==> src/rtl/assert_macros.svh <==
// ----------------------------------------------------------------------------
// assert_macros.svh
// concurrent assertion helpers, empty when synthesizing
// ----------------------------------------------------------------------------
`ifndef ASSERT_MACROS_SVH
`define ASSERT_MACROS_SVH
`ifndef SYNTHESIS
`define ASSERT_PROP(lbl, clk, rstn, prop) \
  lbl: assert property (@(posedge clk) disable iff (!rstn) prop) \
    else $error("assertion failed");
`define ASSERT_NEVER(lbl, clk, rstn, prop) \
  `ASSERT_PROP(lbl, clk, rstn, !(prop))
`else
`define ASSERT_PROP(lbl, clk, rstn, prop)
`define ASSERT_NEVER(lbl, clk, rstn, prop)
`endif
`endif

==> src/rtl/sbpa_pkg.sv <==
// ----------------------------------------------------------------------------
// sbpa_pkg
// shared widths, codes and cell control types of the block pool allocator
// ----------------------------------------------------------------------------
package sbpa_pkg;

  localparam int SIZE_W = 16;
  localparam int BASE_W = 22;
  localparam int IDX_W  = 6;
  localparam int ST_W   = 3;
  localparam int OP_W   = 2;

  localparam logic [OP_W-1:0] OP_LOAD    = 2'd0;
  localparam logic [OP_W-1:0] OP_ALLOC   = 2'd1;
  localparam logic [OP_W-1:0] OP_RELEASE = 2'd2;

  localparam logic [ST_W-1:0] ST_OK        = 3'd0;
  localparam logic [ST_W-1:0] ST_NO_SIZE   = 3'd1;
  localparam logic [ST_W-1:0] ST_ALL_BUSY  = 3'd2;
  localparam logic [ST_W-1:0] ST_FULL      = 3'd3;
  localparam logic [ST_W-1:0] ST_UNKNOWN   = 3'd4;
  localparam logic [ST_W-1:0] ST_LOAD_BUSY = 3'd5;

  typedef struct packed {
    logic              cap;
    logic [OP_W-1:0]   op;
    logic [SIZE_W-1:0] sz;
    logic [BASE_W-1:0] off;
    logic              do_load;
    logic              do_alloc;
    logic              do_rel;
    logic [SIZE_W-1:0] new_sz;
    logic [BASE_W-1:0] new_base;
  } cell_ctrl_t;

  typedef struct packed {
    logic              valid;
    logic [SIZE_W-1:0] size;
    logic [BASE_W-1:0] base;
  } cell_link_t;

endpackage

==> src/rtl/sbpa_cell.sv <==
// ----------------------------------------------------------------------------
// sbpa_cell
// one table entry: compares against a request and shifts on insertion
// ----------------------------------------------------------------------------
module sbpa_cell (
  input  logic                 clk_i,
  input  logic                 rst_ni,
  input  sbpa_pkg::cell_ctrl_t ctrl_i,
  input  sbpa_pkg::cell_link_t prev_i,
  input  logic                 take_i,
  output sbpa_pkg::cell_link_t link_o,
  output logic                 match_o,
  output logic                 seen_o,
  output logic                 busy_o
);

  logic                        valid_q, valid_d;
  logic                        busy_q, busy_d;
  logic [sbpa_pkg::SIZE_W-1:0] size_q, size_d;
  logic [sbpa_pkg::BASE_W-1:0] base_q, base_d;
  logic                        match_q, match_d;
  logic                        size_eq;

  assign size_eq = valid_q && (size_q == ctrl_i.sz);

  always_comb begin
    match_d = match_q;
    if (ctrl_i.cap) begin
      case (ctrl_i.op)
        sbpa_pkg::OP_LOAD:    match_d = !(valid_q && (size_q <= ctrl_i.sz));
        sbpa_pkg::OP_ALLOC:   match_d = size_eq && !busy_q;
        sbpa_pkg::OP_RELEASE: match_d = valid_q && busy_q && (base_q == ctrl_i.off);
        default:              match_d = 1'b0;
      endcase
    end
  end

  always_comb begin
    valid_d = valid_q;
    busy_d  = busy_q;
    size_d  = size_q;
    base_d  = base_q;
    if (ctrl_i.do_load && match_q) begin
      valid_d = prev_i.valid;
      busy_d  = 1'b0;
      if (take_i) begin
        size_d = ctrl_i.new_sz;
        base_d = ctrl_i.new_base;
      end else begin
        size_d = prev_i.size;
        base_d = prev_i.base + {{(sbpa_pkg::BASE_W-sbpa_pkg::SIZE_W){1'b0}}, ctrl_i.new_sz};
      end
    end else if (ctrl_i.do_alloc && take_i) begin
      busy_d = 1'b1;
    end else if (ctrl_i.do_rel && take_i) begin
      busy_d = 1'b0;
    end
  end

  always_ff @(posedge clk_i or negedge rst_ni) begin
    if (!rst_ni) begin
      valid_q <= 1'b0;
      busy_q  <= 1'b0;
      match_q <= 1'b0;
    end else begin
      valid_q <= valid_d;
      busy_q  <= busy_d;
      match_q <= match_d;
    end
  end

  always_ff @(posedge clk_i) begin
    size_q  <= size_d;
    base_q  <= base_d;
  end

  assign link_o.valid = valid_q;
  assign link_o.size  = size_q;
  assign link_o.base  = base_q;
  assign match_o      = match_q;
  assign seen_o       = size_eq;
  assign busy_o       = busy_q;

endmodule

==> config.mk <==
export PLATFORM = sky130hd
export DESIGN_NAME = sbpa_cell
export DESIGN_NICKNAME = d
export VERILOG_FILES = /design/src/rtl/assert_macros.svh /design/src/rtl/sbpa_pkg.sv /design/src/rtl/sbpa_cell.sv
export SDC_FILE = /design/constraint.sdc
export NUM_CORES = 1
export LEC_CHECK = 0
export BUFFER_PORTS_ARGS = -buffer_cell sky130_fd_sc_hd__clkbuf_2
export CORE_ASPECT_RATIO = 0.9
export CORE_UTILIZATION = 35
export CTS_CLUSTER_SIZE = 10
export DETAILED_ROUTE_END_ITERATION = 10
export PLACE_DENSITY_LB_ADDON = 0.3
export SYNTH_ARGS = -nofsm -noshare
export SYNTH_HDL_FRONTEND = slang
export SYNTH_SLANG_ARGS = --single-unit
==> constraint.sdc <==
create_clock -name clk_i -period 2.9 [get_ports clk_i]
set_clock_uncertainty 0.2 [all_clocks]
set_input_delay 0.435 -clock clk_i [delete_from_list [all_inputs] [get_ports clk_i]]
set_output_delay 0.435 -clock clk_i [all_outputs]
set_load 0.02 [all_outputs]
==> impl_metrics.py, run 1 <==
metrics = {
    "yosys": {
        "syn-cell-area_um2": 3260,
        "ys_ff_latch": 41,
        "ys_seq_area_share_pct": 37.3,
        "synth_top_area_share_pct": 35.0,
        "syn-instance-count": 324,
        "async_flop_share_pct": 7.32,
        "syn_avg_cell_area_um2": 10.1,
        "syn_nets": 481,
        "yosysTopAreaCell": "edfxtp_1",
        "synth_cell_types": 45,
        "yosys_warnings": 0,
        "ys.flop_type": "edfxtp_1",
        "synth_edf_count": 38,
        "ys_top_cells_by_area": "edfxtp_1, ha_1, mux2_2",
    },
    "cts": {
        "post_cts_buffers": 0,
        "cts_resized": 0,
        "cts_sinks": 41,
        "clk_pin_slew_ps": 90,
        "htree_levels": 2,
        "cts_tree": "built",
        "root_buffer": "clkbuf_8",
        "clock_latency_ps": 300,
        "clock_path_buffers": 2,
        "cts_made_buffers": 5,
    },
    "critical_path": {
        "critPathBufInv": 2,
        "end_kind": "register",
        "critical_path_peak_fanout": 4,
        "crit_chain": "clkbuf_2, ha_1, fa_1, a21o_1, a221oi_2, buf_4, nor4_4, o211ai_1, mux2_2, a221oi_2",
        "required_ps": 2830,
        "path_delay_family": "compound AO/OA/AOI/OAI gates",
        "cpMostUsedCell": "a221oi_2",
        "ff2ff_path_depth": 6,
        "worst_r2r_endpoint": "match_o",
        "worstSetupStartpointType": "input pin",
        "max_stage_delay_ps": 400,
        "crit_type": "in2reg",
        "reg2reg_from": "valid_q",
        "crit_arrival_ps": 2570,
        "cp_slowest_cell": "fa_1",
        "rrSetupSlack_ps": 800,
    },
    "global_route": {
        "gr-total-overflow": 0,
        "grt_max_degree": 35,
        "antenna_found_initial": 0,
        "grt.total_usage_pct": 19.2,
        "grt_pass1_wl_um": 14500,
        "grt_pass1_vias": 2955,
    },
    "routing": {
        "remaining_drc_errors": 0,
        "drtIter0Drc": 164,
        "wl_per_cell_um": 15.2,
        "antenna_left": 0,
        "vias": 3084,
        "vias_per_cell": 5.00,
        "drtPass1Iterations": 4,
        "drt_wl_total_um": 9360,
    },
    "floorplan": {
        "initial_core_util_pct": 35.9,
        "die_width_um": 104,
        "rows": 33,
        "die_y_um": 93.6,
        "die-area_um2": 9710,
        "pin_count": 166,
        "core-area_um2": 9080,
    },
    "finish": {
        "mostFrequentLayoutCell": "clkbuf_2",
        "post-route-util_pct": 48.2,
        "diodes": 0,
        "fin_area_um2": 4380,
        "fin_nets": 651,
        "drive_gt1_share_pct": 41.4,
        "syn2layout_area_growth_pct": 34.2,
        "layout_common_cells": "clkbuf_2, edfxtp_1, nand2_1, ha_1, o21ai_0",
    },
    "sta": {
        "slew_violations": 0,
        "rsz0062_at_grt": "false",
        "relSlewSlack_pct": 50.9,
        "hold_viol": 0,
        "setup_viol": 0,
        "fin_crit_sh_pct": 90.8,
        "worst_pin_slew_ps": 736,
        "fin_crit_ps": 2630,
        "fmax_mhz": 380,
    },
    "place": {
        "port_buffers": 165,
        "gp_congestion": 0.854,
        "placed_area_um2": 4260,
        "hpwl_um": 7890,
    },
    "worst_hold_path": {
        "holdPathEnd": "valid_q",
        "min_path_cells": 2,
        "worstHoldPathType": "in2reg",
        "hp-start": "prev_i[38]",
    },
    "power_and_ir_drop": {
        "ir_drop_mv": 0.189,
        "p_leak_uw": 0.00203,
        "p_per_area_nw_per_um2": 393,
    },
    "job": {
        "cap_violations": 0,
    },
    "outcome": {
        "status": "completed",
    },
}
==> layer usage <==
metal	wire [um]	vias to the layer above	global-route usage, %
met5	0	-	0
met4	158	0	6.43
li1	-	1538	-
met2	4340	128	31.8
met1	4260	1406	25.0
met3	603	12	4.32
==> power breakdown <==
group | switching (uW) | internal [uW] | leakage [uW]
combinational | 290 | 240 | 0.00160
clock | 216 | 254 | 0.0000518
sequential | 26.9 | 694 | 0.000384
==> through the flow <==
| stage | setup TNS (ps) | worst slack (ps) | hold WS, ps | instances | power [uW] |
|---|---|---|---|---|---|
| 2_1_floorplan | 0 | 120 | -60.6 | 324 | 1060 |
| 3_3_place_gp | 0 | 43.9 | 35.5 | 608 | 1260 |
| 3_5_place_dp | -42.8 | -42.8 | 37.6 | 608 | 1270 |
| 4_1_cts | 0 | 262 | 164 | 617 | 1730 |
| 5_1_grt | 0 | 192 | 158 | 617 | 1820 |
| 6_report | 0 | 267 | 170 | 617 | 1720 |
==> area by class of cell <==
class / instances / area (um^2)
well taps: 122 / 153
inverters: 21 / 78.8
fillers: 912 / 4710
flip-flops and latches: 41 / 1220
repair buffers: 171 / 886
clock inverters: 3 / 41.3
clock buffers: 5 / 68.8
multi-input cells: 254 / 1930
==> cells in the mapped netlist (2+ instances only) <==
master / number
and2_1: 2
a2111oi_2: 2
inv_1: 21
o21ai_0: 23
a211oi_1: 4
edfxtp_1: 38
mux2_2: 20
nand2b_1: 4
a31oi_1: 2
xor2_1: 18
ha_1: 32
nor2b_1: 4
nor2_1: 10
a22oi_1: 3
a21o_1: 6
nor3b_1: 2
nor4_1: 5
or4_1: 2
dfrtp_1: 3
nand3_1: 8
xnor2_1: 20
o21ai_1: 2
nand2_1: 36
o211ai_1: 5
nand4_1: 7
clkbuf_1: 6
a21oi_1: 17
a221oi_2: 2
nor3_1: 4
==> registers in the layout (all words and copies together), names as in the netlist <==
| register | count |
|---|---|
| size_q | 16 |
| valid_q | 1 |
| busy_o | 1 |
| base_q | 22 |
| match_o | 1 |
==> how the worst max path moves through the flow <==
stage	start	to	slack, ps	cells after the start
CTS	ctrl_i[22]	base_q[14]	260	10
detailed placement	ctrl_i[22]	base_q[14]	-40	10
global route	ctrl_i[22]	base_q[14]	190	10
global placement	ctrl_i[22]	base_q[14]	40	10
floorplan	ctrl_i[22]	base_q[14]	120	8
finish	ctrl_i[22]	base_q[14]	270	10
==> cell families after synthesis <==
logic type,after synthesis,synth area share [%]
mux,21,7.21
compound gates,72,14.8
fa+ha+maj,33,12.9
flops,41,37.3
xor+xnor,38,10.2
buf+inv,29,3.45
simple gates,90,14.2
==> timing repair <==
action                                  CTS  global route
endpoints found under the setup margin    0             0
endpoints found under the hold margin     3             0
hold buffers                              1             0
(Power assumes the default switching activity.)
==> inputs of run 2 (changes only) <==
--- a/config.mk
+++ b/config.mk
@@ -7,7 +7,7 @@
 export LEC_CHECK = 0
 export BUFFER_PORTS_ARGS = -buffer_cell sky130_fd_sc_hd__clkbuf_2
 export CORE_ASPECT_RATIO = 0.9
-export CORE_UTILIZATION = 35
+export CORE_UTILIZATION = 47
 export CTS_CLUSTER_SIZE = 10
 export DETAILED_ROUTE_END_ITERATION = 10
 export PLACE_DENSITY_LB_ADDON = 0.3
==> run 2 against run 1 <==
  * Setup slack better by 17 ps
  * Clock-buffer cell count is the same
  * Flip-flop and latch count did not move
  * Utilization up 17 points
  * Die area fell by 25%
  * Critical path depth did not move
  * Worst hold slack lost 5.7 ps
  * Largest power group unchanged
==> impl_metrics.py, run 2 (synthesis gave the netlist of run 1 again) <==
metrics = {
    "outcome": {
        "status": "completed",
    },
    "global_route": {
        "grt.total_usage_pct": 23.0,
        "grt_pass1_vias": 2816,
        "antenna_found_initial": 0,
        "gr-total-overflow": 0,
        "grt_max_degree": 41,
        "grt_pass1_wl_um": 13100,
    },
    "cts": {
        "cts_sinks": 41,
        "cts_resized": 0,
        "cts_hold_buf": 1,
        "cts_made_buffers": 5,
        "root_buffer": "clkbuf_8",
        "clock_path_buffers": 2,
        "clk_pin_slew_ps": 80,
        "htree_levels": 2,
        "cts_tree": "built",
        "clock_latency_ps": 300,
        "post_cts_buffers": 0,
    },
    "routing": {
        "wl_per_cell_um": 14.6,
        "drtPass1Iterations": 4,
        "vias_per_cell": 5.26,
        "remaining_drc_errors": 0,
        "antenna_left": 0,
        "drt_wl_total_um": 8560,
        "drtIter0Drc": 96,
        "vias": 3080,
    },
    "power_and_ir_drop": {
        "p_leak_uw": 0.00204,
        "p_per_area_nw_per_um2": 397,
        "ir_drop_mv": 0.287,
        "finalPower_uw": 1720,
    },
    "sta": {
        "setup_viol": 0,
        "fmax_mhz": 382,
        "setup_ws_ps": 284,
        "rsz0062_at_grt": "false",
        "slew_violations": 0,
        "fin_crit_sh_pct": 90.2,
        "hold_viol": 0,
        "fin_crit_ps": 2620,
        "hold_ws_ps": 164,
        "worst_pin_slew_ps": 601,
        "relSlewSlack_pct": 59.9,
    },
    "critical_path": {
        "required_ps": 2840,
        "crit_arrival_ps": 2550,
        "crit_type": "in2reg",
        "end_kind": "register",
        "critical_path_peak_fanout": 4,
        "worstSetupStartpointType": "input pin",
    },
    "floorplan": {
        "die_y_um": 81.0,
        "pin_count": 166,
        "core-area_um2": 6660,
        "rows": 28,
        "die_width_um": 89.8,
        "die-area_um2": 7270,
        "initial_core_util_pct": 49.0,
    },
    "finish": {
        "largest_reg_flops": 22,
        "fin_cells": 586,
        "drive_gt1_share_pct": 41.7,
        "layout_common_cells": "clkbuf_2, edfxtp_1, nand2_1, ha_1, o21ai_0",
        "diodes": 0,
        "fin_nets": 652,
        "syn2layout_area_growth_pct": 33.4,
        "regMostFlops": "base_q",
        "mostFrequentLayoutCell": "clkbuf_2",
        "top_regs": "base_q x22, size_q x16",
    },
    "place": {
        "hpwl_um": 7290,
        "place_inst": 577,
        "dpl_worst_slack_ps": -33.6,
        "gp_congestion": 0.843,
        "port_buffers": 165,
    },
    "job": {
        "cap_violations": 0,
    },
    "worst_hold_path": {
        "worstHoldPathType": "in2reg",
    },
}
-- run 2: final cells by class --
class,instances,area [um^2]
fillers,600,2310
clock inverters,3,46.3
multi-input cells,254,1930
inverters,21,78.8
well taps,90,113
repair buffers,172,893
clock buffers,5,68.8
flip-flops and latches,41,1220
-- run 2: layer usage --
layer  global-route usage (%)  wire length (um)
met5                        0                 0
met4                     3.28                52
met3                     4.78               557
met1                     29.0              3660
met2                     42.0              4290
-- run 2: critical path, cell delays in order --
cell      delay, ps
clkbuf_2         90
ha_1            230
fa_1            410
a21o_1          200
a221oi_2        210
buf_4           180
nor4_4           60
o211ai_1        210
mux2_2          370
a221oi_2        160
-- run 2: stage by stage --
stage / area, um^2 / util [%] / setup TNS (ps)
floorplan: 3260 / - / 0
global placement: 4220 / 63.5 / 0
detailed placement: 4220 / 63.5 / -33.6
CTS: 4350 / 65.3 / 0
global route: 4350 / 65.3 / 0
finish: 4350 / 65.3 / 0
-- run 2: worst paths after layout --
check	start	to	slack (ps)	depth (start not counted)
max reg2reg	size_q[7]	match_o	760	7
min in group asynchronous	rst_ni	valid_q	260	2
min reg2reg	match_o	match_o	340	2
min	prev_i[38]	valid_q	160	2
max	ctrl_i[22]	base_q[14]	280	10
max in group asynchronous	rst_ni	match_o	2130	2
-- run 2: power breakdown --
group          switching (uW)  internal (uW)  leakage, uW  total [uW]
Sequential               27.3            694     0.000384         721
Combinational             282            242      0.00160         524
Clock                     222            258    0.0000543         480
Total                     531           1190      0.00204        1720
==> inputs of run 3 (changes only) <==
--- a/config.mk
+++ b/config.mk
@@ -7,7 +7,7 @@
 export LEC_CHECK = 0
 export BUFFER_PORTS_ARGS = -buffer_cell sky130_fd_sc_hd__clkbuf_2
 export CORE_ASPECT_RATIO = 0.9
-export CORE_UTILIZATION = 47
+export CORE_UTILIZATION = 42
 export CTS_CLUSTER_SIZE = 10
 export DETAILED_ROUTE_END_ITERATION = 10
 export PLACE_DENSITY_LB_ADDON = 0.3
==> constraint.sdc (replaced) <==
create_clock -name clk_i -period 2.2 [get_ports clk_i]
set_clock_uncertainty 0.2 [all_clocks]
set_input_delay 0.33 -clock clk_i [delete_from_list [all_inputs] [get_ports clk_i]]
set_output_delay 0.33 -clock clk_i [all_outputs]
set_load 0.02 [all_outputs]
==> run 3 against run 2 <==
  * The flow now finishes with violations (negative setup slack)
  * Non-clock buffer count is 56 higher
  * Register-to-register slack worse by 700 ps
  * Critical path depth is 1 lower
  * Cell count is 11% higher
  * Critical endpoint unchanged
  * Largest cell class unchanged
  * Largest power group unchanged
==> impl_metrics.py, run 3 (synthesis gave the netlist of run 1 again) <==
metrics = {
    "outcome": {
        "status": "complete, but fails checks",
        "violations": "negative setup slack",
    },
    "finish": {
        "post-route-util_pct": 67.4,
        "largest_reg_flops": 22,
        "top_regs": "base_q x22, size_q x16",
        "fin_nets": 708,
        "drive_gt1_share_pct": 53.1,
        "layout_common_cells": "clkbuf_2, buf_4, edfxtp_1, nand2_1, inv_1",
        "syn2layout_area_growth_pct": 55.9,
        "diodes": 0,
        "mostFrequentLayoutCell": "clkbuf_2",
        "fin_cells": 648,
        "regMostFlops": "base_q",
    },
    "critical_path": {
        "cp_num_cells": 9,
        "end_kind": "register",
        "worstSetupStartpointType": "input pin",
        "rrSetupSlack_ps": 60,
        "crit_end": "base_q[14]",
        "cp_slowest_cell": "fa_2",
        "ff2ff_path_depth": 7,
        "critical_path_peak_fanout": 3,
        "required_ps": 2130,
        "worst_r2r_endpoint": "match_o",
        "path_delay_family": "compound AO/OA/AOI/OAI gates",
        "max_stage_delay_ps": 340,
        "critPathBufInv": 1,
        "crit_type": "in2reg",
        "crit_arrival_ps": 2260,
        "critical_path.startpoint": "prev_i[0]",
        "crit_chain": "buf_6, ha_4, fa_2, a21o_1, a221oi_4, nor4_4, o211ai_1, mux2_4, a221oi_2",
        "reg2reg_from": "size_q[11]",
    },
    "sta": {
        "relSlewSlack_pct": 72.9,
        "hold_viol": 0,
        "fin_crit_ps": 2330,
        "slew_violations": 0,
        "setup_ws_ps": -127,
        "setup_viol": 7,
        "rsz0062_at_grt": "true",
        "fin_crit_sh_pct": 106,
        "fmax_mhz": 430,
        "worst_pin_slew_ps": 407,
    },
    "power_and_ir_drop": {
        "pwr-share-seq_pct": 38.8,
        "p_switching_uw": 749,
        "p_leak_uw": 0.00235,
        "power_frac_comb_pct": 36.7,
        "p_int_uw": 1700,
        "finalPower_uw": 2450,
        "ir_drop_mv": 0.247,
        "p_sw_share_pct": 30.6,
        "p_per_area_nw_per_um2": 482,
        "pwr-share-clk_pct": 24.5,
    },
    "routing": {
        "drt_wl_total_um": 9840,
        "wl_per_cell_um": 15.2,
        "remaining_drc_errors": 0,
        "vias_per_cell": 5.16,
        "drtIter0Drc": 100,
        "drtPass1Iterations": 5,
        "antenna_left": 0,
        "vias": 3345,
    },
    "floorplan": {
        "die-area_um2": 8120,
        "die_y_um": 85.6,
        "rows": 30,
        "die_width_um": 94.9,
        "pin_count": 166,
        "core-area_um2": 7540,
        "initial_core_util_pct": 43.2,
    },
    "cts": {
        "clock_latency_ps": 290,
        "cts_tree": "built",
        "htree_levels": 2,
        "cts_sinks": 41,
        "root_buffer": "clkbuf_8",
        "clk_pin_slew_ps": 80,
        "cts_made_buffers": 5,
        "clock_path_buffers": 2,
    },
    "place": {
        "hpwl_um": 7910,
        "place_inst": 624,
        "port_buffers": 165,
        "dpl_worst_slack_ps": -512,
        "gp_congestion": 0.853,
    },
    "global_route": {
        "grt_max_degree": 28,
        "grt.total_usage_pct": 23.5,
        "grt_pass1_vias": 3282,
        "antenna_found_initial": 0,
        "gr-total-overflow": 0,
        "grt_pass1_wl_um": 14700,
    },
    "worst_hold_path": {
        "worstHoldPathType": "in2reg",
    },
    "job": {
        "cap_violations": 0,
    },
}
-- run 3: worst reg2reg max path, delay by kind of cell (launching register included) --
kind / cells / cell delay, ps
buffers and inverters: 1 / 160
AO/OA/AOI/OAI: 3 / 630
adder cells (fa/ha/maj): 1 / 330
AND/OR/NAND/NOR: 2 / 290
flip-flops: 1 / 410
-- run 3: power groups by stage --
| stage | sequential (uW) | clock (uW) | combinational [uW] |
|---|---|---|---|
| finish | 952 | 600 | 899 |
| global route | 957 | 645 | 983 |
| CTS | 951 | 615 | 836 |
| detailed placement | 968 | 0 | 806 |
| global placement | 967 | 0 | 792 |
| floorplan | 1000 | 0 | 415 |
-- run 3: layer usage --
metal  GRT usage (%)  share of wire [%]  vias up  routed length, um
met5               0                  0        -                  0
met4            5.23               0.92        0                 91
met3            4.43                5.6        8                551
met2            42.4                 49      121               4850
met1            28.9                 44     1567               4350
li1                -                  -     1649                  -
-- run 3: cell type report --
class	instances	area [um^2]
fillers	630	2460
clock inverters	2	33.8
inverters	21	78.8
repair buffers	228	1330
flip-flops and latches	41	1220
clock buffers	6	72.6
multi-input cells	254	2230
well taps	96	120
-- run 3: metrics by stage --
step	cell area (um^2)	setup TNS [ps]	hold WS, ps
CTS	4870	-723	63.9
global placement	4600	-4120	-65.6
global route	5080	-804	63.7
floorplan	3330	-1030	-166
finish	5080	-369	72.8
detailed placement	4600	-4840	-60.8
-- run 3: worst min path at each step --
stage,depth (start not counted),start,slack (ps),to
2_1_floorplan,0,rst_ni,-170,busy_o
6_report,2,prev_i[38],70,valid_q
3_3_place_gp,1,rst_ni,-70,valid_q
5_1_grt,2,prev_i[38],60,valid_q
4_1_cts,2,prev_i[38],60,valid_q
3_5_place_dp,1,rst_ni,-60,busy_o
-- run 3: timing repair --
item | 4_1_cts | 5_1_grt
setup endpoints to repair | 8 | 12
pin swaps | 19 | 22
hold buffers | 1 | 0
endpoints found under the hold margin | 3 | 0
gates resized for setup | 13 | 33
setup buffers | 12 | 7
